File: config.mk
export PLATFORM = sky130hd
export DESIGN_NAME = bho_ctrl
export DESIGN_NICKNAME = d
export VERILOG_FILES = /design/src/hw/rtl/bho_pkg.sv /design/src/hw/rtl/bho_ctrl.sv
export SDC_FILE = /design/constraint.sdc
export NUM_CORES = 1
export LEC_CHECK = 0
export BUFFER_PORTS_ARGS = -buffer_cell sky130_fd_sc_hd__buf_2
export CELL_PAD_IN_SITES_DETAIL_PLACEMENT = 2
export CELL_PAD_IN_SITES_GLOBAL_PLACEMENT = 2
export CORE_UTILIZATION = 29
export CTS_BUF_LIST = sky130_fd_sc_hd__clkbuf_8
export DETAILED_ROUTE_END_ITERATION = 10
export GPL_TIMING_DRIVEN = 0
export PLACE_DENSITY_LB_ADDON = 0.1
export SYNTH_ARGS = -nofsm -noshare
export SYNTH_HDL_FRONTEND = slang
export SYNTH_SLANG_ARGS = --single-unit
File: constraint.sdc
create_clock -name clk -period 5.2 [get_ports clk]
set_input_delay 0.26 -clock clk [delete_from_list [all_inputs] [get_ports clk]]
set_output_delay 0.26 -clock clk [all_outputs]
set_load 0.02 [all_outputs]
File: src/hw/rtl/bho_pkg.sv
package bho_pkg;

	localparam int NUM_BUCKETS_DEF = 1024;
	localparam int SPILL_DEPTH_DEF = 64;
	localparam int SLOTS_MAX = 8;
	localparam int SLOT_AW = 3;
	localparam int BUCKET_W = 10;
	localparam int CFG_IW = 2;
	localparam int CFG_DW = 2;

	localparam logic [63:0] ALL64 = 64'hffff_ffff_ffff_ffff;
	localparam logic [63:0] LOW32 = 64'h0000_0000_ffff_ffff;

	// operations
	localparam logic [1:0] OP_GET = 2'd0;
	localparam logic [1:0] OP_SET = 2'd1;
	localparam logic [1:0] OP_UNSET = 2'd2;
	localparam logic [1:0] OP_RSVD = 2'd3;

	// bucket states
	localparam logic [1:0] BS_UNUSED = 2'd0;
	localparam logic [1:0] BS_SLOTS = 2'd1;
	localparam logic [1:0] BS_OVFL = 2'd2;

	// key modes
	localparam logic [1:0] KM_4B = 2'd0;
	localparam logic [1:0] KM_8B = 2'd1;

	// register indexes
	localparam logic [CFG_IW-1:0] REG_KEY_MODE = 2'd0;
	localparam logic [CFG_IW-1:0] REG_VALUE_WIDE = 2'd1;

	typedef struct packed {
		logic [1:0] op;
		logic [BUCKET_W-1:0] bucket;
		logic [63:0] key_low;
		logic [63:0] key_high;
		logic [63:0] new_value;
	} in_t;

	typedef struct packed {
		logic [63:0] found_value;
		logic hit;
		logic status;
		logic [13:0] item_total;
		logic [6:0] overflow_items;
		logic [10:0] spilled_buckets;
	} out_t;

	typedef enum logic [4:0] {
		ST_CLEAR, ST_IDLE, ST_MOD, ST_BRD, ST_BST, ST_SSCAN, ST_SDEC, ST_INIT,
		ST_OSCAN, ST_ODEC, ST_NRD, ST_NLD, ST_NSCAN, ST_NACC, ST_NCHK,
		ST_PRD, ST_PLD, ST_PSCAN, ST_PACT, ST_DONE
	} st_t;

	typedef struct packed {
		logic clr_step;
		logic accept;
		logic mod_step;
		logic sscan_start;
		logic spill_start;
		logic spill_item;
		logic sdec;
		logic init_step;
		logic odec;
		logic nacc;
		logic nchk;
		logic pact;
		logic done_load;
	} cmd_t;

	typedef struct packed {
		logic clr_last;
		logic mod_skip;
		logic mod_last;
		logic [1:0] bst;
		logic op_set;
		logic sscan_busy;
		logic spill_busy;
		logic need_spill;
		logic init_last;
		logic j_last;
		logic need_fail;
		logic out_free;
	} sts_t;

endpackage

File: src/hw/rtl/bho_ctrl.sv
module bho_ctrl (
	input logic clk,
	input logic arst_n,
	input logic in_valid,
	output logic in_stall,
	input bho_pkg::sts_t sts,
	output bho_pkg::cmd_t cmd
);
	import bho_pkg::*;

	st_t state_q, state_d;

	always_ff @(posedge clk or negedge arst_n) begin
		if (!arst_n) begin
			state_q <= ST_CLEAR;
		end else begin
			state_q <= state_d;
		end
	end

	always_comb begin
		state_d = state_q;
		case (state_q)
			ST_CLEAR: if (sts.clr_last) state_d = ST_IDLE;
			ST_IDLE: if (in_valid) state_d = sts.mod_skip ? ST_BRD : ST_MOD;
			ST_MOD: if (sts.mod_last) state_d = ST_BRD;
			ST_BRD: state_d = ST_BST;
			ST_BST: begin
				case (sts.bst)
					BS_OVFL: state_d = ST_OSCAN;
					BS_SLOTS: state_d = ST_SSCAN;
					default: state_d = sts.op_set ? ST_INIT : ST_DONE;
				endcase
			end
			ST_SSCAN: if (!sts.sscan_busy) state_d = ST_SDEC;
			ST_SDEC: state_d = sts.need_spill ? ST_NRD : ST_DONE;
			ST_INIT: if (sts.init_last) state_d = ST_DONE;
			ST_OSCAN: if (!sts.spill_busy) state_d = ST_ODEC;
			ST_ODEC: state_d = ST_DONE;
			ST_NRD: state_d = ST_NLD;
			ST_NLD: state_d = ST_NSCAN;
			ST_NSCAN: if (!sts.spill_busy) state_d = ST_NACC;
			ST_NACC: state_d = sts.j_last ? ST_NCHK : ST_NRD;
			ST_NCHK: state_d = sts.need_fail ? ST_DONE : ST_PRD;
			ST_PRD: state_d = ST_PLD;
			ST_PLD: state_d = ST_PSCAN;
			ST_PSCAN: if (!sts.spill_busy) state_d = ST_PACT;
			ST_PACT: state_d = sts.j_last ? ST_DONE : ST_PRD;
			ST_DONE: if (sts.out_free) state_d = ST_IDLE;
			default: state_d = ST_IDLE;
		endcase
	end

	always_comb begin
		cmd = '0;
		in_stall = (state_q != ST_IDLE);
		case (state_q)
			ST_CLEAR: cmd.clr_step = 1'b1;
			ST_IDLE: cmd.accept = in_valid;
			ST_MOD: cmd.mod_step = 1'b1;
			ST_BST: begin
				cmd.sscan_start = (sts.bst == BS_SLOTS);
				cmd.spill_start = (sts.bst == BS_OVFL);
				cmd.spill_item = 1'b1;
			end
			ST_SDEC: cmd.sdec = 1'b1;
			ST_INIT: cmd.init_step = 1'b1;
			ST_ODEC: cmd.odec = 1'b1;
			ST_NLD: cmd.spill_start = 1'b1;
			ST_NACC: cmd.nacc = 1'b1;
			ST_NCHK: cmd.nchk = 1'b1;
			ST_PLD: cmd.spill_start = 1'b1;
			ST_PACT: cmd.pact = 1'b1;
			ST_DONE: cmd.done_load = sts.out_free;
			default: ;
		endcase
	end

endmodule

==> summary.md <==
| Metric | Value |
|---|---|
| Final Hold Fails | 0 |
| Layout Utilization | 41.2% |
| Maximum vdd ir drop | between 0.3 and 0.4 mV |
| Register area | roughly 130 um^2 |
| Post-DP HPWL | approximately 2.4 mm |
| I/O Buffers | 29 |
| Top cells by area, synth | dfrtp_1, nor2_1, ha_1 |
| Antenna violations before repair | 0 |
| Post-synth EDFFs | 0 |
| Number of nets still failing antenna checks after routing | 0 |
| Clock Skew | ~0.0034 ns |
| Via count | ~960 |
| Die W | approximately 55 um |
| RSZ-0062 raised after global routing | false |
| Global Route Usage Sum | 21.2% |
| Sw Ratio | between 50% and 60% |
| Mapped Area | approximately 820 um^2 |
| Hold path cells | 2 |
| Dominant synthesized flop cell | dfrtp_1 |
| Worst hold start | sts[2] |
| Full die area | ~0.0030 mm^2 |
| Combinational group share of total power | ~77% |
| Synth unique cells | between 40 and 50 |
| CP Max Fanout | 9 |
| Internal Power | 300 uW |
| Area after DPL | 0.00100 mm^2 |
| Syn avg cell area | roughly 7.5 um^2 |
| GR Layer Usage met1 | about 28% |
| Initial Util | approximately a third |
| Site Rows | 18 |
| Clock Sinks | 5 |
| Register area share after synthesis | between 10% and 20% |
| Worst Hold Path EP | state_q[3]$_DFFE_PN0P_ |
| CP startpoint kind | register |
| Layout cells sized above 1 | between 30% and 40% |
| Lkg Pwr | between 0.5 and 0.6 nW |
| R2R Setup Slk | approximately 3.2 ns |
| Number of flip-flops in the largest register | 5 |
| Status | finished, final reports clean |
| Final period utilization | roughly two fifths |
| Reg-to-Reg Start | state_q[1]$_DFFE_PN0P_ |
| Pwr dens | just under 600 mW/mm^2 |
| Number of diodes | 0 |
| Mapped Cells | 110 |
| DRT iter0 DRCs | 25 |
| CTS H-tree depth | 1 |
| Area growth, synth to finish | 29.0% |
| Reg-to-Reg End | state_q[0]$_DFFE_PN0P_ |
| Most frequent cell after synthesis | nor2_1 |
| TNS Setup | 0 ns |
| MaxCap Viol Count | 0 |
| CP Capture Type | output port |
| Worst hold path class | in2reg |
| CTS Buf Count | 3 |
| Maximum clock frequency | 466 MHz |
| Slew @ Worst Pin | about 0.55 ns |
| Syn_nets | between 100 and 150 |
| Multi-input gate area | about 620 um^2 |
| Fillcell total | 335 |
| DRC | 0 |
| Synthesized flop and latch total | 5 |
| Core area | around 0.0026 mm^2 |
| Placed Instances | ~170 |
| Largest Register | state_q |
| Largest net degree at the start of global routing | 11 |
| Final setup viols | 0 |
| Max Buffers Root-to-Sink | 2 |
| Clk Latency, worst-skew pair | between 0.2 and 0.25 ns |
| Clock Power Share | approximately 11% |
| Chip Height | between 50 and 60 um |
| CTS clk-pin slew, worst paths | around 0.04 ns |
| Cts repair resizes | 0 |
| Crit path cell chain | buf_2, or3b_2, nor3_1, and2_1, buf_2 |
| Drt via density | between 5 and 6 |
| Worst-case reg-to-reg path depth | 8 |
| GR peak layer | met2 |
| CP max stage cell | or3b_2 |
| Met3 GRT Util | 3.51% |
| CP startpoint | state_q[4]$_DFFE_PN0P_ |
| TritonRoute pass-1 iters | 4 |
| Number of synthesis warnings | 0 |
| Crit-path most repeated cell | buf_2 |
| Crit path largest cell delay | around 0.52 ns |
| IO Count | 30 |
| DRT Wirelength | 3.01 mm |
| Critical path class | reg2out |
| Final RePlAce weighted congestion | 0.806 |
| Area share of the largest cell type after synthesis | between 10% and 20% |
| Non-filler cells, final | ~170 |
| Power share of the sequential group | 11.8% |
| Fin nets | ~160 |
| Fin. max-slew vios | 0 |
| Met2 Use GR | 36.1% |
| First-pass GRT wire length | between 5 and 6 mm |
| Grt total ovfl | 0 |
| Critical path required time | between 4 and 5 ns |
| Largest regs | state_q x5 |
| Clock root buffer | clkbuf_8 |
| Relative slew slack | between 60 and 70% |
| Post-synth top cells | nor2_1, buf_2, inv_1 |
| Design area | approximately 0.0011 mm^2 |
| Crit path DAT | around 1.9 ns |
| Ys async rst share | 100% |
| Vias in the first global route | slightly above 1000 |
| Wire per inst | between 15 and 20 um |
| Hold Slack | 0.335 ns |
| Yosys top cell by area | dfrtp_1 |
| TritonCTS clock tree | yes |
| Min Tclk post-route | between 2 and 2.5 ns |
| NetSw | 329 uW |
[cell type report]
type	instances	share of cell area, %
timing repair buffer	30	14.7
clock inverter	1	0.355
tap	30	3.55
sequential	5	11.8
buffer	10	5.08
inverter	7	2.48
multi-input combinational	88	58.2
clock buffer	3	3.90
[worst max-delay path: cells and delay by family (launching register included)]
family                 cells  cell delay (ns)
and+or+nand+nor            3             0.98
DFF                        1             0.36
buffers and inverters      2             0.33
[metal layers]
layer	vias to the layer above	wire length (um)
met2	27	1470
met3	0	105
li1	465	-
met1	467	1430
met4	0	0
met5	-	0
[cell families after synthesis]
logic type               share of synthesized area, %
AND/OR/NAND/NOR                                  39.3
multiplexers                                     9.15
flip-flops                                       15.2
AO/OA/AOI/OAI                                    22.0
buffers and inverters                            9.76
adder cells (fa/ha/maj)                          4.57
[power groups by stage]
| stage | clock [mW] | combinational (mW) | sequential, mW |
|---|---|---|---|
| after global placement | 0 | 0.472 | 0.0728 |
| after global routing | 0.0748 | 0.529 | 0.0768 |
| after floorplan | 0 | 0.355 | 0.0681 |
| final | 0.0692 | 0.486 | 0.0741 |
| after CTS | 0.0714 | 0.489 | 0.0739 |
| after detailed placement | 0 | 0.485 | 0.0739 |
[cell usage in the layout, fill, tap and decap left out, types with 2 or more instances in the layout]
cell	instances
mux2_1	2
o32ai_1	2
clkbuf_1	2
nand3b_1	2
mux2i_1	3
nor2_1	11
inv_1	8
nand2_1	4
buf_2	36
clkbuf_8	3
ha_1	3
o21ai_0	5
and2_1	2
mux2_2	2
nor3_1	6
nand3_1	4
nand2b_1	6
a32o_1	2
dfrtp_1	5
a22o_1	2
a21oi_1	6
nor2b_1	5
nor4_1	3
[worst max path at each step]
stage	cells after the start	endpoint	slack (ns)
detailed placement	8	state_q[0]$_DFFE_PN0P_	3.12
finish	5	cmd[9]	3.05
global route	5	cmd[9]	2.91
global placement	8	state_q[0]$_DFFE_PN0P_	3.18
floorplan	4	cmd[9]	3.08
CTS	5	cmd[9]	3.05
[what timing repair did]
| item | 4_1_cts | 5_1_grt |
|---|---|---|
| setup buffers | 0 | 0 |
| hold buffers | 1 | 0 |
| hold endpoints to repair | 5 | 0 |
[through the flow]
step | worst slack, ns | power, mW
final | 3.05 | 0.629
after floorplan | 3.08 | 0.423
after detailed placement | 3.12 | 0.559
after global routing | 2.91 | 0.681
after global placement | 3.18 | 0.544
after CTS | 3.05 | 0.634
(Power assumes the default switching activity.)
